### src/rtl/mlv_pkg.sv
`default_nettype none
package mlv_pkg;

   // Fixed-point format of all values.
   localparam int DATA_W    = 32;
   localparam int FRAC_BITS = 16;
   localparam int WIDE_W    = DATA_W + 1;
   // Quotient bits produced by the divider; larger quotients are flagged.
   localparam int QUO_BITS  = DATA_W;
   localparam int TOP_W     = WIDE_W - QUO_BITS + FRAC_BITS;
   localparam int CNT_W     = $clog2(QUO_BITS);

   localparam logic signed [DATA_W-1:0] LIM_ONE = DATA_W'(1) << FRAC_BITS;
   localparam logic signed [DATA_W-1:0] LIM_MIN = {1'b1, {(DATA_W-1){1'b0}}};

   // Commands from the controller to the datapath.
   typedef struct packed {
      logic load;
      logic mag;
      logic check;
      logic step;
      logic factor;
      logic update;
      logic emit;
   } cmd_type;

   // Status from the datapath to the controller.
   typedef struct packed {
      logic skip;
      logic last;
   } sts_type;

endpackage
`default_nettype wire

### src/rtl/mlv_ctrl.sv
`default_nettype none
module mlv_ctrl
   import mlv_pkg::*;
(
   input  wire logic    clock,
   input  wire logic    reset,
   input  wire logic    req_valid,
   output logic         req_ready,
   output logic         rsp_valid,
   input  wire logic    rsp_ready,
   output cmd_type      cmd,
   input  wire sts_type sts
);

   localparam logic [2:0] S_IDLE   = 3'd0;
   localparam logic [2:0] S_MAG    = 3'd1;
   localparam logic [2:0] S_CHECK  = 3'd2;
   localparam logic [2:0] S_DIV    = 3'd3;
   localparam logic [2:0] S_FACTOR = 3'd4;
   localparam logic [2:0] S_UPDATE = 3'd5;

   logic [2:0]       state_ff, state_in;
   logic [CNT_W-1:0] cnt_ff, cnt_in;
   logic             rsp_valid_ff, rsp_valid_in;
   logic             slot_free;
   logic             update_go;

   // The output register can take a new result once its present one is gone.
   assign slot_free = !rsp_valid_ff || rsp_ready;
   assign update_go = (state_ff == S_UPDATE) && (!sts.last || slot_free);

   assign req_ready = (state_ff == S_IDLE);
   assign rsp_valid = rsp_valid_ff;

   // Commands issued from the present state.
   always_comb begin
      cmd        = '0;
      cmd.load   = req_valid && (state_ff == S_IDLE);
      cmd.mag    = (state_ff == S_MAG);
      cmd.check  = (state_ff == S_CHECK);
      cmd.step   = (state_ff == S_DIV) && !sts.skip;
      cmd.factor = (state_ff == S_FACTOR);
      cmd.update = update_go;
      cmd.emit   = update_go && sts.last;
   end

   // Sequencer for one vertex.
   always_comb begin
      state_in = state_ff;
      cnt_in   = cnt_ff;
      case (state_ff)
         S_IDLE: begin
            if (req_valid) begin
               state_in = S_MAG;
            end
         end
         S_MAG: begin
            state_in = S_CHECK;
         end
         S_CHECK: begin
            state_in = S_DIV;
            cnt_in   = CNT_W'(QUO_BITS - 1);
         end
         S_DIV: begin
            if (sts.skip || cnt_ff == '0) begin
               state_in = S_FACTOR;
            end else begin
               cnt_in = cnt_ff - 1'b1;
            end
         end
         S_FACTOR: begin
            state_in = S_UPDATE;
         end
         S_UPDATE: begin
            if (update_go) begin
               state_in = S_IDLE;
            end
         end
         default: begin
            state_in = S_IDLE;
         end
      endcase
   end

   // Result valid flag: set on an emitted result, cleared by its transfer.
   always_comb begin
      rsp_valid_in = rsp_valid_ff;
      if (rsp_ready) begin
         rsp_valid_in = 1'b0;
      end
      if (cmd.emit) begin
         rsp_valid_in = 1'b1;
      end
   end

   always_ff @(posedge clock) begin
      if (reset) begin
         state_ff     <= S_IDLE;
         cnt_ff       <= '0;
         rsp_valid_ff <= 1'b0;
      end else begin
         state_ff     <= state_in;
         cnt_ff       <= cnt_in;
         rsp_valid_ff <= rsp_valid_in;
      end
   end

endmodule
`default_nettype wire

### src/rtl/mlv_datapath.sv
`default_nettype none
module mlv_datapath
   import mlv_pkg::*;
(
   input  wire logic                     clock,
   input  wire logic                     reset,
   input  wire logic signed [DATA_W-1:0] req_p0_value,
   input  wire logic signed [DATA_W-1:0] req_p1_projected,
   input  wire logic signed [DATA_W-1:0] req_allowable_min,
   input  wire logic signed [DATA_W-1:0] req_allowable_max,
   input  wire logic                     req_last_vertex,
   input  wire cmd_type                  cmd,
   output sts_type                       sts,
   output logic signed [DATA_W-1:0]      rsp_cell_factor
);

   logic signed [WIDE_W-1:0] dev_ff, num_ff;
   logic                     last_ff, devz_ff;
   logic [WIDE_W-1:0]        dmag_ff, nmag_ff;
   logic                     neg_ff, ovf_ff;
   logic [WIDE_W-1:0]        rem_ff;
   logic [QUO_BITS-1:0]      qr_ff;
   logic signed [DATA_W-1:0] fac_ff, fac_in;
   logic signed [DATA_W-1:0] run_ff, run_in;
   logic signed [DATA_W-1:0] rsp_ff;

   logic signed [WIDE_W-1:0] p0_w, p1_w, lo_w, hi_w;
   logic [TOP_W-1:0]         top;
   logic [WIDE_W:0]          trial;
   logic signed [DATA_W-1:0] new_min;

   assign sts.skip = devz_ff || ovf_ff;
   assign sts.last = last_ff;
   assign rsp_cell_factor = rsp_ff;

   // Exact 33-bit differences; the bound is chosen by the sign of the deviation.
   assign p0_w = {req_p0_value[DATA_W-1], req_p0_value};
   assign p1_w = {req_p1_projected[DATA_W-1], req_p1_projected};
   assign lo_w = {req_allowable_min[DATA_W-1], req_allowable_min};
   assign hi_w = {req_allowable_max[DATA_W-1], req_allowable_max};

   always_ff @(posedge clock) begin
      if (cmd.load) begin
         dev_ff  <= p1_w - p0_w;
         num_ff  <= (req_p1_projected < req_p0_value) ? (lo_w - p0_w) : (hi_w - p0_w);
         devz_ff <= (req_p1_projected == req_p0_value);
         last_ff <= req_last_vertex;
      end
   end

   // Magnitudes and the sign of the quotient.
   always_ff @(posedge clock) begin
      if (cmd.mag) begin
         dmag_ff <= dev_ff[WIDE_W-1] ? WIDE_W'(-dev_ff) : WIDE_W'(dev_ff);
         nmag_ff <= num_ff[WIDE_W-1] ? WIDE_W'(-num_ff) : WIDE_W'(num_ff);
         neg_ff  <= num_ff[WIDE_W-1] ^ dev_ff[WIDE_W-1];
      end
   end

   // The scaled dividend is split: its top part seeds the remainder, and
   // a top part not below the divisor means the quotient needs more bits.
   assign top = nmag_ff[WIDE_W-1 -: TOP_W];

   // One restoring division step: shift in the next dividend bit and subtract.
   assign trial = {rem_ff, qr_ff[QUO_BITS-1]} - {1'b0, dmag_ff};

   always_ff @(posedge clock) begin
      if (reset) begin
         ovf_ff <= 1'b0;
      end else if (cmd.load) begin
         ovf_ff <= 1'b0;
      end else if (cmd.check) begin
         ovf_ff <= (WIDE_W'(top) >= dmag_ff);
      end
   end

   always_ff @(posedge clock) begin
      if (cmd.check) begin
         rem_ff <= WIDE_W'(top);
         qr_ff  <= {nmag_ff[QUO_BITS-FRAC_BITS-1:0], {FRAC_BITS{1'b0}}};
      end else if (cmd.step) begin
         if (!trial[WIDE_W]) begin
            rem_ff <= trial[WIDE_W-1:0];
            qr_ff  <= {qr_ff[QUO_BITS-2:0], 1'b1};
         end else begin
            rem_ff <= {rem_ff[WIDE_W-2:0], qr_ff[QUO_BITS-1]};
            qr_ff  <= {qr_ff[QUO_BITS-2:0], 1'b0};
         end
      end
   end

   // Vertex factor: sign applied, capped at 1.0, saturated below.
   always_comb begin
      if (devz_ff) begin
         fac_in = LIM_ONE;
      end else if (neg_ff && (ovf_ff || qr_ff != '0)) begin
         if (ovf_ff || qr_ff[QUO_BITS-1]) begin
            fac_in = LIM_MIN;
         end else begin
            fac_in = -$signed(qr_ff);
         end
      end else if (ovf_ff || qr_ff >= QUO_BITS'(LIM_ONE)) begin
         fac_in = LIM_ONE;
      end else begin
         fac_in = $signed(qr_ff);
      end
   end

   always_ff @(posedge clock) begin
      if (cmd.factor) begin
         fac_ff <= fac_in;
      end
   end

   // Running minimum over the vertices of the cell.
   assign new_min = (fac_ff < run_ff) ? fac_ff : run_ff;

   always_comb begin
      run_in = run_ff;
      if (cmd.emit) begin
         run_in = LIM_ONE;
      end else if (cmd.update) begin
         run_in = new_min;
      end
   end

   always_ff @(posedge clock) begin
      if (reset) begin
         run_ff <= LIM_ONE;
      end else begin
         run_ff <= run_in;
      end
   end

   // Output register for the cell result.
   always_ff @(posedge clock) begin
      if (cmd.emit) begin
         rsp_ff <= new_min;
      end
   end

endmodule
`default_nettype wire

### src/rtl/mlp_u1_vertex_limiter_top.sv
// MLP-u1 vertex limiter. One transfer on the req_ channel carries one vertex
// of a cell (average, projected value, allowable bounds, all signed Q16.16,
// and a last-vertex flag). The block forms the vertex factor, the bound
// deviation divided by the projected deviation, capped at 1.0 and saturated
// below, and keeps a running minimum that is sent on the rsp_ channel at the
// last vertex of each cell and then returns to 1.0. Vertices are taken one at
// a time: a vertex passes through the magnitude, check, division, factor and
// update states before the next req_ transfer, and the radix-2 restoring
// divider produces one quotient bit per cycle for all 32 quotient bits; a vertex
// with zero deviation or an overflowing quotient does no division steps. A last
// vertex waits in its final cycle while an earlier result is still held in the output register.
`default_nettype none
module mlp_u1_vertex_limiter_top
   import mlv_pkg::*;
(
   input  wire logic                     clock,
   input  wire logic                     reset,
   input  wire logic                     req_valid,
   output logic                          req_ready,
   input  wire logic signed [DATA_W-1:0] req_p0_value,
   input  wire logic signed [DATA_W-1:0] req_p1_projected,
   input  wire logic signed [DATA_W-1:0] req_allowable_min,
   input  wire logic signed [DATA_W-1:0] req_allowable_max,
   input  wire logic                     req_last_vertex,
   output logic                          rsp_valid,
   input  wire logic                     rsp_ready,
   output logic signed [DATA_W-1:0]      rsp_cell_factor
);

   cmd_type cmd;
   sts_type sts;

   // Sequencer.
   mlv_ctrl u_ctrl (
      .clock     (clock),
      .reset     (reset),
      .req_valid (req_valid),
      .req_ready (req_ready),
      .rsp_valid (rsp_valid),
      .rsp_ready (rsp_ready),
      .cmd       (cmd),
      .sts       (sts)
   );

   // Arithmetic and running minimum.
   mlv_datapath u_datapath (
      .clock             (clock),
      .reset             (reset),
      .req_p0_value      (req_p0_value),
      .req_p1_projected  (req_p1_projected),
      .req_allowable_min (req_allowable_min),
      .req_allowable_max (req_allowable_max),
      .req_last_vertex   (req_last_vertex),
      .cmd               (cmd),
      .sts               (sts),
      .rsp_cell_factor   (rsp_cell_factor)
   );

endmodule
`default_nettype wire

### config.mk
export PLATFORM = sky130hd
export DESIGN_NAME = mlp_u1_vertex_limiter_top
export DESIGN_NICKNAME = d
export VERILOG_FILES = /design/src/rtl/mlv_pkg.sv /design/src/rtl/mlv_ctrl.sv /design/src/rtl/mlv_datapath.sv /design/src/rtl/mlp_u1_vertex_limiter_top.sv
export SDC_FILE = /design/constraint.sdc
export NUM_CORES = 1
export LEC_CHECK = 0
export ABC_AREA = 1
export BUFFER_PORTS_ARGS = -buffer_cell sky130_fd_sc_hd__buf_2
export CAP_MARGIN = 25
export CORE_MARGIN = 2
export CORE_UTILIZATION = 56
export DETAILED_ROUTE_END_ITERATION = 16
export MAX_ROUTING_LAYER = met4
export PLACE_DENSITY = 0.8
export SLEW_MARGIN = 20
export SYNTH_ARGS = -nofsm -noshare
export SYNTH_HDL_FRONTEND = slang
export SYNTH_SLANG_ARGS = --single-unit
### constraint.sdc
create_clock -name clock -period 6.1 [get_ports clock]
set_input_delay 1.22 -clock clock [delete_from_list [all_inputs] [get_ports clock]]
set_output_delay 1.22 -clock clock [all_outputs]
set_load 0.02 [all_outputs]
==> impl_metrics.toml <==
[worst_setup_path]
crit_top_cell = "nand2_1"
worstPathArrival_ns = 5.49
path_cells = "buf_2 > ha_1 > fa_1 > o21ai_2 > nand2_1 > nand2_2 > a21oi_2 > o21ai_2 > nand2_1 > nand2_1 > nand2_2 > buf_4 > nand3_1 > nand2_1 > ha_1 > a21oi_1 > nand2_1 > a21oi_1 > inv_1 > a21oi_1 > inv_1 > a21oi_1 > xor2_1"
max_stage_delay_ns = 0.45
reg2reg_depth = 12
cp.required_ns = 6.44
path_buf_inv = 4
crit_type = "input port to register"
worst_path_max_delay_cell = "fa_1"
critical-path-top-delay-family = "compound AO/OA/AOI/OAI gates"
cp-end-kind = "register"
worst-path-max-fanout = 33
worstSetupStartpointType = "input port"
critical_path_depth = 23

[power_and_ir_drop]
intPower_mw = 5.42
p_comb_share_pct = 40.2
power.switching_mw = 3.55
p_leak_nw = 11.1
seq_power_share_pct = 36.6
peakVddDrop_uv = 204
p_sw_share_pct = 39.6
power.share.clock_pct = 23.2
powerDensity_mw_per_mm2 = 376

[synth]
synth_top_area_share_pct = 32.5
synth-edff-count = 232
ys_seq_area_share_pct = 39.5
yosys-top-cells-area = "edfxtp_1 (33%), nand2_1 (12%), ha_1 (8.8%)"
synth.top_cells.by_count = "nand2_1 (680), inv_1 (398), nand3_1 (264), edfxtp_1 (232), nor2_1 (210)"
yosys_register_bits = 306
syn_area_sq_mm = 0.0214
synth.net_count = 3063
yosysTopAreaCell = "edfxtp_1"
async_flop_share_pct = 0
synth-warning-count = 0
netlist_instances = 2777
yosysMostFrequentCell = "nand2_1"
synth_cell_type_count = 54
synth_ff_type = "edfxtp_1"
syn_avg_cell_area_sq_um = 7.71

[sta]
finalCritPeriodShare_pct = 84.5
relSlewSlack_pct = 43.2
maxSlewViolCount = 0
tns_ns = 0
setup-violations-final = 0
fin_worst_skew_ns = 0.0204
max_freq_mhz = 194
rsz0062_at_grt = "false"
finalHoldViolCount = 0
period_needed_ns = 5.15
worst_pin_slew_ns = 0.852
whs_ns = 0.459

[grt]
grt_pass1_vias = 18400
grt_overflow = 0
grt_max_degree = 69
grt_pass1_wl_microns = 91900
grt_usage_pct = 29.8
antenna_found_initial = 0

[floorplan]
ios = 167
die_h_microns = 200
row_count = 71
design.core.area_sq_mm = 0.0377
die_area_sq_mm = 0.0398
initial_core_util_pct = 56.8
fp.dieW_microns = 200

[finish]
drive_gt1_share_pct = 9.16
fillers = 3278
syn_to_final_growth_pct = 11.5
n_antenna_cell = 0
layout.nets = 3219

[cts]
insertion_delay_ns = 0.53
ctsHoldBuffers = 0
cts_tree = "done"
htreeDepth = 2
cts_buffers = 34
clk_path_buf_depth = 3
cts.sinks = 306
clk_pin_slew_worst_paths_ns = 0.06
ctsResizeCount = 0
clk_root_buffer_cell = "clkbuf_16"
cts_setup_buffers = 0

[routing]
vias = 19400
drc = 0
firstDrtPassIters = 6
wl_per_cell_microns = 16.5
vias_per_cell = 5.60
drt_iter0_drc = 1503
routed_wl_microns = 57400
ant_nets = 0

[hold_path]
holdPathStages = 0
hold_class = "register to register"

[placed_design]
dp_hpwl_microns = 45500
port_buffers = 166
place_congestion = 1.08

[run_status]
status = "finished, final reports clean"

[run]
max_cap_viol_count = 0
per-stage QoR:
stage	total power [mW]	instance area (sq um)	instances	utilization (%)	worst slack [ns]
6_report	8.97	23900	3470	63.4	0.947
5_1_grt	9.57	23900	3470	63.4	0.808
4_1_cts	8.95	23900	3470	63.4	1.08
3_5_place_dp	6.83	22700	3408	60.4	0.529
3_3_place_gp	6.73	22700	3406	60.2	0.425
2_1_floorplan	5.91	21400	2777	-	0.329
layer usage:
layer  wire (microns)  vias up  global-route usage, %
met5                0        -                      -
met4             2500        0                   12.8
met3             3030      146                   2.70
met2            27200      759                   49.6
met1            24600     8949                   37.4
li1                 -     9566                      -
kinds of logic (layout without fill, tap and decap cells):
group / count (synthesis) / after routing / share of synthesized area [%]
AOI/OAI and AO/OA: 390 / 390 / 10.4
xor gates and xnor gates: 155 / 155 / 6.34
adders and majority gates: 153 / 153 / 9.05
buffers and inverters: 466 / 648 / 8.64
DFF: 306 / 306 / 39.5
and+or+nand+nor: 1307 / 1307 / 26.1
layout by cell type (no fill, tap or decap), types with 15 or more instances in the layout:
| cell | synthesis | layout |
|---|---|---|
| nand2_1 | 680 | 679 |
| inv_1 | 398 | 398 |
| nand3_1 | 264 | 264 |
| edfxtp_1 | 232 | 232 |
| nor2_1 | 210 | 207 |
| a21oi_1 | 190 | 190 |
| buf_2 | 16 | 166 |
| ha_1 | 150 | 150 |
| xor2_1 | 103 | 103 |
| o21ai_0 | 94 | 94 |
| dfxtp_1 | 74 | 74 |
| xnor2_1 | 52 | 52 |
| nor3_1 | 52 | 51 |
| nand4_1 | 36 | 36 |
| clkbuf_16 | 0 | 36 |
| nor4_1 | 19 | 19 |
| nand3b_1 | 16 | 16 |
| a21o_1 | 16 | 16 |
| o22ai_1 | 15 | 15 |
| buf_4 | 5 | 15 |
worst paths after layout:
path              slack [ns]            startpoint                    end
hold reg to reg         0.46  u_datapath.dev_ff[0]  u_datapath.dmag_ff[0]
hold / removal          0.46  u_datapath.dev_ff[0]  u_datapath.dmag_ff[0]
setup reg to reg        2.77  u_datapath.qr_ff[21]   u_datapath.fac_ff[0]
setup / recovery        0.95       req_p0_value[0]  u_datapath.num_ff[17]
registers in the layout, summed over array words and instances (netlist names), 3 cells and up:
register                    count
u_datapath.rem_ff              33
u_datapath.fac_ff              32
u_datapath.qr_ff               32
u_datapath.dmag_ff             33
u_datapath.rsp_cell_factor     32
u_ctrl.cnt_ff                   5
u_datapath.num_ff              33
u_datapath.nmag_ff             33
u_datapath.run_ff              32
u_datapath.dev_ff              33
u_ctrl.state_ff                 3
area by class of cell:
class	instances	area (sq um)	share of cell area, %
multi-input combinational	2005	11100	46.7
sequential	306	8450	35.4
inverter	402	1510	6.32
timing repair buffer	184	1010	4.21
clock buffer	45	935	3.91
tap	511	639	2.68
clock inverter	17	200	0.838
power by group through the flow:
stage	clock network, mW	logic [mW]	registers (mW)
floorplan	0	2.68	3.23
global placement	0	3.44	3.29
detailed placement	0	3.52	3.32
CTS	2.12	3.55	3.28
global route	2.20	4.03	3.34
finish	2.08	3.60	3.29
worst register-to-register path, cell delays in order, from the launching register on:
cell and delay (ns):
edfxtp_1 0.50, nor2_2 0.18, nand2_1 0.08, nor2_1 0.13, nand3b_1 0.10, nor2_2 0.62, inv_1 0.21, o21ai_4 0.50
inv_2 0.24, nand2_2 0.27, o21ai_1 0.13, nand2_1 0.07, nor2_1 0.04
Note: power is estimated with default switching activity, not from simulation.
